===== config.mk =====
export PLATFORM = sky130hd
export DESIGN_NAME = annealing_metropolis_acceptor_core_flat
export DESIGN_NICKNAME = d
export VERILOG_FILES = /design/src/hdl/amacc_pkg.sv /design/src/hdl/amacc_if.sv /design/src/hdl/amacc_front.sv /design/src/hdl/amacc_queue.sv /design/src/hdl/amacc_back.sv /design/src/hdl/annealing_metropolis_acceptor_core.sv /design/src/flat_wrapper.sv
export SDC_FILE = /design/constraint.sdc
export NUM_CORES = 2
export LEC_CHECK = 0
export CAP_MARGIN = 20
export CORE_MARGIN = 2
export CORE_UTILIZATION = 64
export CTS_BUF_LIST = sky130_fd_sc_hd__clkbuf_16
export DETAILED_ROUTE_END_ITERATION = 7
export DONT_BUFFER_PORTS = 1
export GPL_ROUTABILITY_DRIVEN = 0
export MAX_ROUTING_LAYER = met4
export PLACE_DENSITY = 0.88
export SLEW_MARGIN = 10
export SYNTH_ARGS = -nofsm -noshare
export SYNTH_HDL_FRONTEND = slang
export SYNTH_SLANG_ARGS = --single-unit

===== constraint.sdc =====
create_clock -name clk_i -period 21.5 [get_ports clk_i]
set_clock_uncertainty 0.2 [all_clocks]
set_input_delay 1.075 -clock clk_i [delete_from_list [all_inputs] [get_ports clk_i]]
set_output_delay 1.075 -clock clk_i [all_outputs]
set_load 0.01 [all_outputs]

===== src/hdl/amacc_pkg.sv =====
package amacc_pkg;

  localparam int CostBits    = 32;
  localparam int QBits       = 16;
  localparam int CntBits     = 16;
  localparam int TempBits    = 32;
  localparam int CoolBits    = 16;
  localparam int RndBits     = 16;
  localparam int CfgIdxBits  = 3;
  localparam int CfgDataBits = 32;

  localparam int DeltaW   = CostBits + 1;
  localparam int CmpW     = (DeltaW > TempBits + QBits) ? DeltaW : TempBits + QBits;
  localparam int LogeBits = 17;
  localparam logic [LogeBits-1:0] Log2eQ16 = 17'd94548;

  localparam int DivBitsPerCycle = 2;
  localparam int DivCycles       = TempBits / DivBitsPerCycle;
  localparam int DivCntBits      = $clog2(DivCycles);

  localparam int QDepth  = 2;
  localparam int PtrBits = $clog2(QDepth);

  localparam logic [CntBits-1:0] CntMax = '1;

  // register indexes
  localparam logic [CfgIdxBits-1:0] CfgMaximize  = 3'd0;
  localparam logic [CfgIdxBits-1:0] CfgFirstTemp = 3'd1;
  localparam logic [CfgIdxBits-1:0] CfgCooling   = 3'd2;
  localparam logic [CfgIdxBits-1:0] CfgReps      = 3'd3;
  localparam logic [CfgIdxBits-1:0] CfgMaxLevels = 3'd4;

  localparam logic [TempBits-1:0] RstFirstTemp = 32'd6554;
  localparam logic [CoolBits-1:0] RstCooling   = 16'd58982;
  localparam logic [CntBits-1:0]  RstReps      = 16'd1024;
  localparam logic [CntBits-1:0]  RstMaxLevels = 16'd1000;

  typedef enum logic {
    OpStart = 1'b0,
    OpCand  = 1'b1
  } op_e;

  typedef struct packed {
    op_e                        op;
    logic signed [CostBits-1:0] cost;
    logic [RndBits-1:0]         rnd;
  } item_t;

  typedef struct packed {
    logic  valid;
    item_t item;
  } q_push_t;

  typedef struct packed {
    logic                maximize;
    logic [TempBits-1:0] first_temp;
    logic [CoolBits-1:0] cooling;
    logic [CntBits-1:0]  reps;
    logic [CntBits-1:0]  max_levels;
  } cfg_t;

  // 2^(-k/16) in Q1.16, k = 0..16
  function automatic logic [16:0] pow2_neg(input logic [4:0] k);
    logic [16:0] v;
    case (k)
      5'd0:    v = 17'd65536;
      5'd1:    v = 17'd62757;
      5'd2:    v = 17'd60097;
      5'd3:    v = 17'd57549;
      5'd4:    v = 17'd55109;
      5'd5:    v = 17'd52773;
      5'd6:    v = 17'd50535;
      5'd7:    v = 17'd48393;
      5'd8:    v = 17'd46341;
      5'd9:    v = 17'd44376;
      5'd10:   v = 17'd42495;
      5'd11:   v = 17'd40693;
      5'd12:   v = 17'd38968;
      5'd13:   v = 17'd37316;
      5'd14:   v = 17'd35734;
      5'd15:   v = 17'd34219;
      5'd16:   v = 17'd32768;
      default: v = 17'd32768;
    endcase
    return v;
  endfunction

endpackage


===== src/hdl/amacc_if.sv =====
interface amacc_in_if;
  import amacc_pkg::*;
  logic                       valid;
  logic                       ready;
  logic                       cmd;
  logic signed [CostBits-1:0] cost;
  logic [RndBits-1:0]         random_fraction;
  modport source(output valid, cmd, cost, random_fraction, input ready);
  modport sink(input valid, cmd, cost, random_fraction, output ready);
endinterface

interface amacc_out_if;
  import amacc_pkg::*;
  logic                       valid;
  logic                       ready;
  logic                       accepted;
  logic                       new_best;
  logic signed [CostBits-1:0] current_out;
  logic signed [CostBits-1:0] best_out;
  logic [CntBits-1:0]         level_out;
  logic                       finished;
  modport source(output valid, accepted, new_best, current_out, best_out, level_out,
                 finished, input ready);
  modport sink(input valid, accepted, new_best, current_out, best_out, level_out,
               finished, output ready);
endinterface

interface amacc_cfg_if;
  import amacc_pkg::*;
  logic                   valid;
  logic                   ready;
  logic [CfgIdxBits-1:0]  index;
  logic [CfgDataBits-1:0] data;
  modport source(output valid, index, data, input ready);
  modport sink(input valid, index, data, output ready);
endinterface


===== src/hdl/amacc_front.sv =====
module amacc_front (
  input  logic              clk_i,
  input  logic              rst_ni,
  amacc_in_if.sink          in_i,
  output amacc_pkg::q_push_t push_o,
  input  logic              push_ready_i
);
  import amacc_pkg::*;

  logic  full_q, full_d;
  item_t item_q, item_d;

  assign in_i.ready = !full_q || push_ready_i;
  assign push_o.valid = full_q;
  assign push_o.item  = item_q;

  always_comb begin
    full_d = full_q;
    item_d = item_q;
    if (full_q && push_ready_i) begin
      full_d = 1'b0;
    end
    if (in_i.valid && in_i.ready) begin
      full_d      = 1'b1;
      // classify: start of a run or a candidate
      item_d.op   = in_i.cmd ? OpCand : OpStart;
      item_d.cost = in_i.cost;
      item_d.rnd  = in_i.random_fraction;
    end
  end

  always_ff @(posedge clk_i or negedge rst_ni) begin
    if (!rst_ni) begin
      full_q <= 1'b0;
    end else begin
      full_q <= full_d;
    end
  end

  always_ff @(posedge clk_i) begin
    item_q <= item_d;
  end

endmodule


===== src/hdl/amacc_queue.sv =====
module amacc_queue (
  input  logic               clk_i,
  input  logic               rst_ni,
  input  amacc_pkg::q_push_t push_i,
  output logic               push_ready_o,
  output amacc_pkg::q_push_t head_o,
  input  logic               pop_i
);
  import amacc_pkg::*;

  item_t              mem_q [QDepth];
  logic [PtrBits-1:0] wr_ptr_q, wr_ptr_d, rd_ptr_q, rd_ptr_d;
  logic [PtrBits:0]   count_q, count_d;
  logic               wr_en, rd_en;

  assign push_ready_o = (count_q != (PtrBits+1)'(QDepth));
  assign wr_en        = push_i.valid && push_ready_o;
  assign rd_en        = pop_i && (count_q != '0);
  assign head_o.valid = (count_q != '0);
  assign head_o.item  = mem_q[rd_ptr_q];

  always_comb begin
    wr_ptr_d = wr_ptr_q;
    rd_ptr_d = rd_ptr_q;
    count_d  = count_q;
    if (wr_en) begin
      wr_ptr_d = (wr_ptr_q == PtrBits'(QDepth-1)) ? '0 : wr_ptr_q + 1'b1;
    end
    if (rd_en) begin
      rd_ptr_d = (rd_ptr_q == PtrBits'(QDepth-1)) ? '0 : rd_ptr_q + 1'b1;
    end
    if (wr_en && !rd_en) begin
      count_d = count_q + 1'b1;
    end else if (rd_en && !wr_en) begin
      count_d = count_q - 1'b1;
    end
  end

  always_ff @(posedge clk_i or negedge rst_ni) begin
    if (!rst_ni) begin
      wr_ptr_q <= '0;
      rd_ptr_q <= '0;
      count_q  <= '0;
    end else begin
      wr_ptr_q <= wr_ptr_d;
      rd_ptr_q <= rd_ptr_d;
      count_q  <= count_d;
    end
  end

  always_ff @(posedge clk_i) begin
    if (wr_en) begin
      mem_q[wr_ptr_q] <= push_i.item;
    end
  end

endmodule


===== src/hdl/amacc_back.sv =====
module amacc_back (
  input  logic               clk_i,
  input  logic               rst_ni,
  input  amacc_pkg::cfg_t    cfg_i,
  input  amacc_pkg::q_push_t head_i,
  output logic               pop_o,
  amacc_out_if.source        out_o
);
  import amacc_pkg::*;

  localparam logic [2:0] StIdle = 3'd0;
  localparam logic [2:0] StPre  = 3'd1;
  localparam logic [2:0] StDiv  = 3'd2;
  localparam logic [2:0] StMul  = 3'd3;
  localparam logic [2:0] StExp  = 3'd4;
  localparam logic [2:0] StDec  = 3'd5;
  localparam logic [2:0] StCool = 3'd6;

  logic [2:0] state_q, state_d;

  logic signed [CostBits-1:0] cur_q, cur_d, best_q, best_d, cost_q, cost_d;
  logic [TempBits-1:0]        temp_q, temp_d;
  logic [CntBits-1:0]         rep_q, rep_d, lvl_q, lvl_d, chg_q, chg_d;
  logic                       run_q, run_d;

  logic [DeltaW-1:0]     delta_q, delta_d;
  logic [RndBits-1:0]    rnd_q, rnd_d;
  logic [TempBits:0]     rem_q, rem_d;
  logic [TempBits-1:0]   dsh_q, dsh_d, quo_q, quo_d;
  logic [DivCntBits-1:0] cnt_q, cnt_d;
  logic [TempBits:0]     y_q, y_d;
  logic                  acc_q, acc_d;

  logic                       ov_q, ov_d, oacc_q, oacc_d, onb_q, onb_d, ofin_q, ofin_d;
  logic signed [CostBits-1:0] ocur_q, ocur_d, obest_q, obest_d;
  logic [CntBits-1:0]         olvl_q, olvl_d;

  logic                  out_free;
  logic [DeltaW-1:0]     hi_e, lo_e, diff;
  logic [DeltaW+QBits-1:0] dividend;
  logic                  over;
  logic [TempBits:0]     r_w;
  logic [TempBits-1:0]   d_w, q_w;
  logic [TempBits+LogeBits-1:0] prod_y;
  logic [TempBits-QBits:0] n_w;
  logic [16:0]           p0, p1, v_w, omega;
  logic [28:0]           prod_i;
  logic [TempBits+CoolBits-1:0] prod_t;
  logic signed [CostBits-1:0] cand;
  logic                  better, lvl_end;
  logic [CntBits-1:0]    reps_eff, rep_n, lvl_n, chg_n;

  assign out_free        = !ov_q || out_o.ready;
  assign out_o.valid     = ov_q;
  assign out_o.accepted  = oacc_q;
  assign out_o.new_best  = onb_q;
  assign out_o.current_out = ocur_q;
  assign out_o.best_out  = obest_q;
  assign out_o.level_out = olvl_q;
  assign out_o.finished  = ofin_q;

  // worsening of the queued candidate against the current cost; StIdle clamps it at zero when storing it
  assign hi_e = cfg_i.maximize ? {cur_q[CostBits-1], cur_q}
                               : {head_i.item.cost[CostBits-1], head_i.item.cost};
  assign lo_e = cfg_i.maximize ? {head_i.item.cost[CostBits-1], head_i.item.cost}
                               : {cur_q[CostBits-1], cur_q};
  assign diff = hi_e - lo_e;

  assign dividend = {delta_q, {QBits{1'b0}}};
  assign over     = CmpW'(delta_q) >= (CmpW'(temp_q) << QBits);
  assign prod_y   = quo_q * Log2eQ16;
  assign n_w      = y_q[TempBits:QBits];
  assign p0       = pow2_neg({1'b0, y_q[15:12]});
  assign p1       = pow2_neg({1'b0, y_q[15:12]} + 5'd1);
  assign prod_i   = (p0 - p1) * y_q[11:0];
  assign v_w      = p0 - 17'(prod_i >> 12);
  assign omega    = (n_w >= (TempBits-QBits+1)'(17)) ? '0 : v_w >> n_w[4:0];
  assign prod_t   = temp_q * cfg_i.cooling;
  assign cand     = cost_q;
  assign better   = cfg_i.maximize ? (cand > best_q) : (best_q > cand);
  assign reps_eff = (cfg_i.reps == '0) ? CntBits'(1) : cfg_i.reps;

  always_comb begin
    state_d = state_q;
    cur_d = cur_q; best_d = best_q; cost_d = cost_q; temp_d = temp_q;
    rep_d = rep_q; lvl_d = lvl_q; chg_d = chg_q; run_d = run_q;
    delta_d = delta_q; rnd_d = rnd_q; rem_d = rem_q; dsh_d = dsh_q; quo_d = quo_q;
    cnt_d = cnt_q; y_d = y_q; acc_d = acc_q;
    ov_d = ov_q; oacc_d = oacc_q; onb_d = onb_q; ofin_d = ofin_q;
    ocur_d = ocur_q; obest_d = obest_q; olvl_d = olvl_q;
    pop_o = 1'b0;
    r_w = rem_q; d_w = dsh_q; q_w = quo_q;
    rep_n = rep_q; lvl_n = lvl_q; chg_n = chg_q; lvl_end = 1'b0;

    if (ov_q && out_o.ready) begin
      ov_d = 1'b0;
    end

    case (state_q)
      StIdle: begin
        if (head_i.valid && out_free) begin
          pop_o = 1'b1;
          if (head_i.item.op == OpStart) begin
            cur_d  = head_i.item.cost;
            best_d = head_i.item.cost;
            temp_d = cfg_i.first_temp;
            rep_d  = '0;
            lvl_d  = '0;
            chg_d  = '0;
            run_d  = (cfg_i.max_levels != '0);
            ov_d = 1'b1; oacc_d = 1'b0; onb_d = 1'b0;
            ocur_d = head_i.item.cost; obest_d = head_i.item.cost;
            olvl_d = '0; ofin_d = (cfg_i.max_levels == '0);
          end else if (!run_q) begin
            ov_d = 1'b1; oacc_d = 1'b0; onb_d = 1'b0;
            ocur_d = cur_q; obest_d = best_q; olvl_d = lvl_q; ofin_d = 1'b1;
          end else begin
            delta_d = ($signed(hi_e) > $signed(lo_e)) ? diff : '0;
            cost_d  = head_i.item.cost;
            rnd_d   = head_i.item.rnd;
            state_d = StPre;
          end
        end
      end
      StPre: begin
        if (delta_q == '0) begin
          acc_d   = 1'b1;
          state_d = StDec;
        end else if (temp_q == '0 || over) begin
          quo_d   = '1;
          state_d = StMul;
        end else begin
          rem_d   = {1'b0, TempBits'(dividend >> TempBits)};
          dsh_d   = dividend[TempBits-1:0];
          cnt_d   = '0;
          state_d = StDiv;
        end
      end
      StDiv: begin
        for (int i = 0; i < DivBitsPerCycle; i++) begin
          r_w = {r_w[TempBits-1:0], d_w[TempBits-1]};
          d_w = d_w << 1;
          if (r_w >= {1'b0, temp_q}) begin
            r_w = r_w - {1'b0, temp_q};
            q_w = {q_w[TempBits-2:0], 1'b1};
          end else begin
            q_w = {q_w[TempBits-2:0], 1'b0};
          end
        end
        rem_d = r_w;
        dsh_d = d_w;
        quo_d = q_w;
        cnt_d = cnt_q + 1'b1;
        if (cnt_q == DivCntBits'(DivCycles-1)) begin
          state_d = StMul;
        end
      end
      StMul: begin
        y_d     = prod_y[TempBits+QBits:QBits];
        state_d = StExp;
      end
      StExp: begin
        acc_d   = ({1'b0, rnd_q} < omega);
        state_d = StDec;
      end
      StDec: begin
        if (out_free) begin
          onb_d = 1'b0;
          if (acc_q) begin
            cur_d = cand;
            if (better) begin
              best_d = cand;
              onb_d  = 1'b1;
            end
            chg_n = (chg_q != CntMax) ? chg_q + 1'b1 : chg_q;
          end
          rep_n = rep_q + 1'b1;
          lvl_end = (rep_n >= reps_eff);
          if (lvl_end) begin
            rep_n = '0;
            lvl_n = (lvl_q != CntMax) ? lvl_q + 1'b1 : lvl_q;
            if (chg_n == '0 || lvl_n >= cfg_i.max_levels) begin
              run_d = 1'b0;
            end
            chg_n   = '0;
            state_d = StCool;
          end else begin
            state_d = StIdle;
          end
          rep_d = rep_n;
          lvl_d = lvl_n;
          chg_d = chg_n;
          ov_d  = 1'b1;
          oacc_d = acc_q;
          ocur_d = acc_q ? cand : cur_q;
          obest_d = (acc_q && better) ? cand : best_q;
          olvl_d = lvl_n;
          ofin_d = !run_d;
        end
      end
      StCool: begin
        temp_d  = prod_t[TempBits+CoolBits-1:CoolBits];
        state_d = StIdle;
      end
      default: begin
        state_d = StIdle;
      end
    endcase
  end

  always_ff @(posedge clk_i or negedge rst_ni) begin
    if (!rst_ni) begin
      state_q <= StIdle;
      cur_q   <= '0;
      best_q  <= '0;
      temp_q  <= '0;
      rep_q   <= '0;
      lvl_q   <= '0;
      chg_q   <= '0;
      run_q   <= 1'b0;
      ov_q    <= 1'b0;
    end else begin
      state_q <= state_d;
      cur_q   <= cur_d;
      best_q  <= best_d;
      temp_q  <= temp_d;
      rep_q   <= rep_d;
      lvl_q   <= lvl_d;
      chg_q   <= chg_d;
      run_q   <= run_d;
      ov_q    <= ov_d;
    end
  end

  always_ff @(posedge clk_i) begin
    delta_q <= delta_d;
    cost_q  <= cost_d;
    rnd_q   <= rnd_d;
    rem_q   <= rem_d;
    dsh_q   <= dsh_d;
    quo_q   <= quo_d;
    cnt_q   <= cnt_d;
    y_q     <= y_d;
    acc_q   <= acc_d;
    oacc_q  <= oacc_d;
    onb_q   <= onb_d;
    ofin_q  <= ofin_d;
    ocur_q  <= ocur_d;
    obest_q <= obest_d;
    olvl_q  <= olvl_d;
  end

endmodule


===== src/hdl/annealing_metropolis_acceptor_core.sv =====
// Channel   Modport              Payload
// in_i      amacc_in_if.sink     cmd, cost, random_fraction
// out_o     amacc_out_if.source  accepted, new_best, current_out, best_out, level_out, finished
// cfg_i     amacc_cfg_if.sink    index, data (always ready)
//
// A start item or a candidate after the run has stopped is answered from the idle state.
// A candidate with zero worsening goes through the pre and decision states; one whose
// quotient saturates (zero temperature or worsening too large) skips the divider; any other
// runs the radix-4 divider, then one multiply, one exp step and one decision.
// The last candidate of a level adds a step for the cooling multiply.
// The front register and a two-entry queue take new items while the back end works
// or its result waits; reset clears state and counters, with no clearing pass.
module annealing_metropolis_acceptor_core (
  input logic          clk_i,
  input logic          rst_ni,
  amacc_in_if.sink     in_i,
  amacc_out_if.source  out_o,
  amacc_cfg_if.sink    cfg_i
);
  import amacc_pkg::*;

  cfg_t    cfg_q, cfg_d;
  q_push_t push, head;
  logic    push_ready, pop;

  // configuration is always taken; unknown indexes drop silently
  assign cfg_i.ready = 1'b1;

  always_comb begin
    cfg_d = cfg_q;
    if (cfg_i.valid) begin
      case (cfg_i.index)
        CfgMaximize:  cfg_d.maximize   = cfg_i.data[0];
        CfgFirstTemp: cfg_d.first_temp = cfg_i.data[TempBits-1:0];
        CfgCooling:   cfg_d.cooling    = cfg_i.data[CoolBits-1:0];
        CfgReps:      cfg_d.reps       = cfg_i.data[CntBits-1:0];
        CfgMaxLevels: cfg_d.max_levels = cfg_i.data[CntBits-1:0];
        default:      cfg_d = cfg_q;
      endcase
    end
  end

  always_ff @(posedge clk_i or negedge rst_ni) begin
    if (!rst_ni) begin
      cfg_q.maximize   <= 1'b0;
      cfg_q.first_temp <= RstFirstTemp;
      cfg_q.cooling    <= RstCooling;
      cfg_q.reps       <= RstReps;
      cfg_q.max_levels <= RstMaxLevels;
    end else begin
      cfg_q <= cfg_d;
    end
  end

  // accept and classify
  amacc_front u_front (
    .clk_i        (clk_i),
    .rst_ni       (rst_ni),
    .in_i         (in_i),
    .push_o       (push),
    .push_ready_i (push_ready)
  );

  // decouple front and back
  amacc_queue u_queue (
    .clk_i        (clk_i),
    .rst_ni       (rst_ni),
    .push_i       (push),
    .push_ready_o (push_ready),
    .head_o       (head),
    .pop_i        (pop)
  );

  // Metropolis decision and cooling
  amacc_back u_back (
    .clk_i  (clk_i),
    .rst_ni (rst_ni),
    .cfg_i  (cfg_q),
    .head_i (head),
    .pop_o  (pop),
    .out_o  (out_o)
  );

endmodule


===== src/flat_wrapper.sv =====
// flat-port wrapper written by rule: the top's interface ports become plain ports
module annealing_metropolis_acceptor_core_flat import amacc_pkg::*;
  (clk_i, rst_ni, in_i_valid, in_i_cmd, in_i_cost, in_i_random_fraction, in_i_ready, out_o_valid, out_o_accepted, out_o_new_best, out_o_current_out, out_o_best_out, out_o_level_out, out_o_finished, out_o_ready, cfg_i_valid, cfg_i_index, cfg_i_data, cfg_i_ready);
  amacc_in_if in_i_i ();
  amacc_out_if out_o_i ();
  amacc_cfg_if cfg_i_i ();
  input logic clk_i;
  input logic rst_ni;
  input wire logic [$bits(in_i_i.valid)-1:0] in_i_valid;
  input wire logic [$bits(in_i_i.cmd)-1:0] in_i_cmd;
  input wire logic [$bits(in_i_i.cost)-1:0] in_i_cost;
  input wire logic [$bits(in_i_i.random_fraction)-1:0] in_i_random_fraction;
  output wire logic [$bits(in_i_i.ready)-1:0] in_i_ready;
  output wire logic [$bits(out_o_i.valid)-1:0] out_o_valid;
  output wire logic [$bits(out_o_i.accepted)-1:0] out_o_accepted;
  output wire logic [$bits(out_o_i.new_best)-1:0] out_o_new_best;
  output wire logic [$bits(out_o_i.current_out)-1:0] out_o_current_out;
  output wire logic [$bits(out_o_i.best_out)-1:0] out_o_best_out;
  output wire logic [$bits(out_o_i.level_out)-1:0] out_o_level_out;
  output wire logic [$bits(out_o_i.finished)-1:0] out_o_finished;
  input wire logic [$bits(out_o_i.ready)-1:0] out_o_ready;
  input wire logic [$bits(cfg_i_i.valid)-1:0] cfg_i_valid;
  input wire logic [$bits(cfg_i_i.index)-1:0] cfg_i_index;
  input wire logic [$bits(cfg_i_i.data)-1:0] cfg_i_data;
  output wire logic [$bits(cfg_i_i.ready)-1:0] cfg_i_ready;
  assign in_i_i.valid = in_i_valid;
  assign in_i_i.cmd = in_i_cmd;
  assign in_i_i.cost = in_i_cost;
  assign in_i_i.random_fraction = in_i_random_fraction;
  assign in_i_ready = in_i_i.ready;
  assign out_o_valid = out_o_i.valid;
  assign out_o_accepted = out_o_i.accepted;
  assign out_o_new_best = out_o_i.new_best;
  assign out_o_current_out = out_o_i.current_out;
  assign out_o_best_out = out_o_i.best_out;
  assign out_o_level_out = out_o_i.level_out;
  assign out_o_finished = out_o_i.finished;
  assign out_o_i.ready = out_o_ready;
  assign cfg_i_i.valid = cfg_i_valid;
  assign cfg_i_i.index = cfg_i_index;
  assign cfg_i_i.data = cfg_i_data;
  assign cfg_i_ready = cfg_i_i.ready;
  annealing_metropolis_acceptor_core u_core (.clk_i(clk_i), .rst_ni(rst_ni), .in_i(in_i_i), .out_o(out_o_i), .cfg_i(cfg_i_i));
endmodule

# After elaboration in Yosys (flattened, before gate mapping)
# Memory sizes are Yosys's and may differ from the RTL's. A register that Yosys moved wholly into a read port is not among the register bits.
# Index checks and enable logic that the tools add are counted.
totals:
  ram_bits: 98
  mem_bits_ro: 816
  out_inout_bits: 86
  mem_count: 3
  regBits: 582
  wordCells: 255
  input_bits: 89
memory_table:
  columns: ["memory", "words", "word_bits", "read_ports", "rd_ports_with_merged_regs", "wr", "line", "source"]
  rows:
  - ["(name not given)", 32, 17, 1, 0, 0, "amacc_pkg.sv:65", "case (k)"]
  - ["(name not given)", 16, 17, 1, 1, 0, "amacc_pkg.sv:65", null]
  - ["u_core.u_queue.mem_q", 2, 49, 1, 0, 1, "amacc_queue.sv:11", "item_t mem_q [QDepth];"]
classes:
  add_sub_neg: 14
  multipliers: 3
  n_eq_ne: 27
  shifts: 1
  reduce_logical: 46
  n_mux: 115
  order_cmp: 10
op_table:
  columns: ["cell", "n"]
  rows:
  - ["2-to-1 mux 32 bit", 26]
  - ["case mux 32 bit (2 select lines)", 8]
  - ["2-to-1 mux 16 bit", 17]
  - ["case mux 16 bit (2 select lines)", 4]
  - ["greater-or-equal comparator 33 x 32 -> 1 bit", 2]
  - ["2-to-1 mux 33 bit", 2]
  - ["greater-than comparator 32 bit", 2]
  - ["subtractor 32 bit", 2]
  - ["adder 16 x 1 -> 16 bit, second input constant", 3]
  - ["greater-or-equal comparator 33 x 48 -> 1 bit", 1]
  - ["logical NOT 16 bit", 3]
  - ["multiplier 32 x 16 -> 48 bit", 1]
  - ["multiplier 32 x 15 -> 47 bit, second input constant", 1]
  - ["2-to-1 mux 1 bit", 37]
  - ["greater-than comparator 33 bit", 1]
  - ["logical NOT 33 bit", 1]
  - ["subtractor 33 bit", 1]
  - ["greater-or-equal comparator 16 bit", 2]
  - ["logical NOT 32 bit", 1]
  - ["inequality test 16 bit, second input constant", 2]
  - ["multiplier 18 x 13 -> 29 bit", 1]
  - ["inequality test 2 bit, second input constant", 13]
  - ["2-to-1 mux 3 bit", 7]
  - ["case mux 3 bit (6 select lines)", 1]
  - ["other kinds (31)", 77]

# Logic depth before layout (Yosys ltp)
logic_depth:
  depth_word: 14
  mapped_depth: 68
  depth_no_buf: 67

# By module
# A second synthesis with hierarchy kept.
unflattened:
  hier_cells: 7075
  area_unflattened_um2: 70074.7
modules_own_cells:
  columns: ["mod", "area_per_inst_um2", "seq_area_each_um2", "cells_each", "instances"]
  rows:
  - ["amacc_back", 61355.1, 12537.0, 6672, 1]
  - ["amacc_queue", 3983.8, 3042.9, 171, 1]
  - ["annealing_metropolis_acceptor_core", 3203.1, 2055.7, 178, 1]
  - ["amacc_front", 1532.7, 1496.4, 54, 1]

# Worst setup path after synthesis
# Ideal clock, no wire load.
synth_timing:
  path_type: "reg-to-reg"
  startpoint: "reg u_core.u_back.y_q[13]"
  endpoint: "reg u_core.u_back.acc_q (data pin)"
  path_stages_with_launch: 64
  required_time_ns: 21.164
  slack_ns: 8.068
  n_path_buf: 4
  t_arrival_ns: 13.096
  setup_time_ns: 0.136
  synth_period_minus_slack_ns: 13.432
  path_cell_list: "edfxtp_1 ha_1 ha_1 clkbuf_1 clkbuf_1 a211oi_1 o21ai_0 ha_1 nor2b_1 o21ai_0 a21boi_0 o21ai_1 a21oi_1 o21ai_1 a21oi_1 nor4_1 nor2_1 a21oi_1 (+28 left out) xnor2_1 xnor2_1 a31oi_1 mux4_2 nand2b_1 ha_1 a21o_1 a21o_1 a21oi_1 nor2b_1 o21ai_0 nand2b_1 a21oi_1 o211ai_1 or2_2 a211oi_1 a31oi_1 nand3_1"
synth_via:
  elab_chain_cells: 9
synth_lines:
  columns: ["element", "line", "source"]
  rows:
  - ["from (decl)", "amacc_back.sv:31", "logic [TempBits:0] y_q, y_d;"]
  - ["from (signal assigned)", "amacc_back.sv:243", "y_q <= y_d;"]
  - ["adder 4 x 1 -> 5 bit", "amacc_back.sv:74", "assign p1 = pow2_neg({1'b0, y_q[15:12]} + 5'd1);"]
  - ["memory read (32 x 17 bit)", null, null]
  - ["subtractor 17 x 17 -> 18 bit", "amacc_back.sv:75", "assign prod_i = (p0 - p1) * y_q[11:0];"]
  - ["multiplier 18 x 13 -> 29 bit", "amacc_back.sv:75", null]
  - ["subtractor 17 bit", "amacc_back.sv:76", "assign v_w = p0 - 17'(prod_i >> 12);"]
  - [">> shifter 17 x 5 -> 17 bit", "amacc_back.sv:77", "assign omega = (n_w >= (TempBits-QBits+1)'(17)) ? '0 : v_w >> n_w[4:0];"]
  - ["2-to-1 mux 17 bit", "amacc_back.sv:77", null]
  - ["less-than comparator 16 x 17 -> 1 bit", "amacc_back.sv:163", "acc_d = ({1'b0, rnd_q} < omega);"]
  - ["case mux 1 bit (2 select lines)", "amacc_back.sv:99", "case (state_q)"]
  - ["to (signal assigned)", "amacc_back.sv:244", "acc_q <= acc_d;"]
  - ["to (decl)", "amacc_back.sv:32", "logic acc_q, acc_d;"]
# Every way passes these cells.
# A chain may end at the register's enable or synchronous reset.

# Final worst setup path
layout_timing:
  startpoint: "reg u_core.u_back.y_q[12]"
  endpoint: "reg u_core.u_back.acc_q (data pin)"
# Same word-level chain as after synthesis.

==> results_dict.tcl <==
set metrics [dict create \
    final_common_cell "inv_1" \
    synthSimpleGateAreaFrac_pct 12.90 \
    synth.top_cells.by_area "fa_1 23%, edfxtp_1 19%, ha_1 12%, dfrtp_1 7.8%, inv_1 5.7%" \
    port-buffer-count 0 \
    grt_pass1_wl_um 294700 \
    grt_overflow 0 \
    dpl_cell_area_mm2 0.06940 \
    rows 119 \
    die_y_um 330.5 \
    async_reset_ff_share_pct 34.51 \
    fin_crit_ps 15750 \
    cts.clk_slew.worst_paths_ps 60 \
    worst_pin_slew_ps 1168 \
    cts_tree "yes" \
    antenna_found_initial 10 \
    post-route-util_pct 68.28 \
    start_util_pct 64.63 \
    final_cell_count_no_fill 8209 \
    wl_per_cell_um 22.48 \
    finalHoldViolations 0 \
    synth_fa_ha_area_share_pct 34.49 \
    synth.area.mux_share_pct 3.721 \
    rsz0062_at_grt "no" \
    num_io_pins 175 \
    syn-num-nets 8405 \
    drtIter0Drc 6143 \
    netlist_area_mm2 0.06823 \
    start_kind "flip-flop" \
    synth_top_flop_cell "edfxtp_1" \
    post-dp-hpwl_um 129700 \
    synth_edf_count 429 \
    drtAntennaViolNets 0 \
    die_x_um 330.5 \
    grt_pass1_vias 55790 \
    final_cell_mix "1061 x inv_1, 860 x nand2_1, 776 x fa_1" \
    crit_slowest_cell "xnor2_1" \
    syn2layout_area_growth_pct 5.652 \
    grt_use_total_pct 35.43 \
    syn_inst 6901 \
    r2r_slack_ps 5750 \
    setup_violations 0 \
    crit_required_ps 21830 \
    yosys.area.top_type "fa_1" \
    clk_latency_ps 670 \
    route.met2.wl_um 84880 \
    drt_first_pass_iters 8 \
    post-route-period-util_pct 73.24 \
    routed_wl_um 184600 \
    fmax_mhz 63.50 \
    r2r-end "u_core.u_back.acc_q" \
    outcome "finished clean" \
    drive_above_1_share_pct 5.832 \
    wl_met1_um 67180 \
    crit_path_max_incr_delay_ps 830 \
    crit_arrival_ps 16080 \
    via_count 52870 \
    yosysSeqAreaShare_pct 28.04 \
    slew_headroom_pct 21.84 \
    grt_max_degree 213 \
    wl_met3_um 21340 \
    dr.max_layer_used "met4" \
    clockBufferDepth 3 \
    ys_ff_latch 681 \
    die-area_mm2 0.1092 \
    synth_xor_area_share_pct 2.927 \
    dp_cells 8054 \
    via_per_inst 6.440 \
    synth_compound_area_share_pct 10.43 \
    synth_top_family_by_area "adder cells" \
    synth_top_cell_area_share_pct 22.77 \
    cts_buffers 75 \
    cap_viol_max_count 0 \
    core_mm2 0.1056 \
    ys_warn_count 0 \
    avgSynthCellArea_um2 9.887 \
    worstReg2RegStart "u_core.u_back.y_q[12]" \
    report.final.slew_viol_count 0 \
    cts.htree.levels 3 \
    fin_area_mm2 0.07208 \
    worst_r2r_path_depth 62 \
    cts_sinks 681 \
    cts_root_buffer "clkbuf_16" \
    crit_type "flip-flop to flip-flop" \
    hold_path_class "primary input to async pin" \
    path_max_fanout 17 \
    tns_ps 0 \
    end_kind "flip-flop" \
    synth_cell_type_count 93 \
    nets 8248 \
    drcViolationCount 0 \
]
logic make-up after synthesis:
family,after synthesis
compound gates,1084
xor+xnor,228
fa+ha+maj,1415
buf+inv,1349
flops,681
mux,235
other cells,1
simple gates,1908
cell usage after synthesis, types with 97 or more instances:
master and number:
inv_1 1045, nand2_1 863, fa_1 776, ha_1 639, edfxtp_1 429, nor2_1 355
o21ai_0 301, clkbuf_1 256, and2_1 235, a21oi_1 231, dfrtp_1 212, xnor2_1 132
mux2_2 129, a221o_1 104, mux2i_1 104, a21o_1 97
stage by stage:
| stage | hold slack, ps | setup WS (ps) |
|---|---|---|
| detailed placement | 233.5 | 6262 |
| CTS | 56.78 | 6094 |
| finish | 74.63 | 5753 |
| global placement | 222.6 | 6671 |
| floorplan | 221.5 | 8068 |
| global route | 50.98 | 4822 |
layout make-up:
class / count / area (um^2)
Inverter: 1046 / 3926
Sequential cell: 681 / 19140
Multi-Input combinational cell: 4871 / 44110
Fill cell: 7104 / 33480
Tap cell: 1391 / 1740
Antenna cell: 11 / 27.53
Clock inverter: 63 / 659.4
Timing Repair Buffer: 69 / 558.0
Clock buffer: 77 / 1927
how the worst max path moves through the flow:
stage / endpoint / cells past startpoint / from / slack, ps
2_1_floorplan: u_core.u_back.acc_q / 63 / u_core.u_back.y_q[13] / 8070
3_3_place_gp: u_core.u_back.acc_q / 63 / u_core.u_back.y_q[12] / 6670
3_5_place_dp: u_core.u_back.acc_q / 63 / u_core.u_back.y_q[12] / 6260
4_1_cts: u_core.u_back.acc_q / 63 / u_core.u_back.y_q[12] / 6090
5_1_grt: u_core.u_back.acc_q / 62 / u_core.u_back.y_q[12] / 4820
6_report: u_core.u_back.acc_q / 62 / u_core.u_back.y_q[12] / 5750
state kept, by name (all words and copies together), names as in the netlist, 33 cells and up:
| signal | count |
|---|---|
| u_core.u_back.y_q | 33 |
| u_core.cfg_q | 81 |
| u_core.u_queue.mem_q | 98 |
| u_core.u_front.push_o | 49 |
| u_core.u_back.delta_q | 33 |
worst max-delay path: cells and delay by family (launching register included):
| family | cells | cell delay, ps |
|---|---|---|
| AOI/OAI and AO/OA | 25 | 4650 |
| buffers and inverters | 4 | 300 |
| and+or+nand+nor | 19 | 3810 |
| adders and majority gates | 12 | 4980 |
| muxes | 1 | 310 |
| DFF | 1 | 550 |
| xor gates and xnor gates | 1 | 830 |
per-layer routing:
metal | vias to the layer above | global-route usage [%]
met2 | 3567 | 55.10
met3 | 1006 | 8.905
met4 | 0 | 17.77
met1 | 25720 | 43.17
met5 | - | -
li1 | 22570 | -
repair_timing:
| item | CTS | global route |
|---|---|---|
| resized for setup | 0 | 0 |
| setup buffers | 0 | 0 |
| hold endpoints to repair | 212 | 0 |
| hold buffers | 1 | 0 |
Power is not shown: default switching activity piles up to over one toggle a cycle in this logic, so the estimate is an artifact.
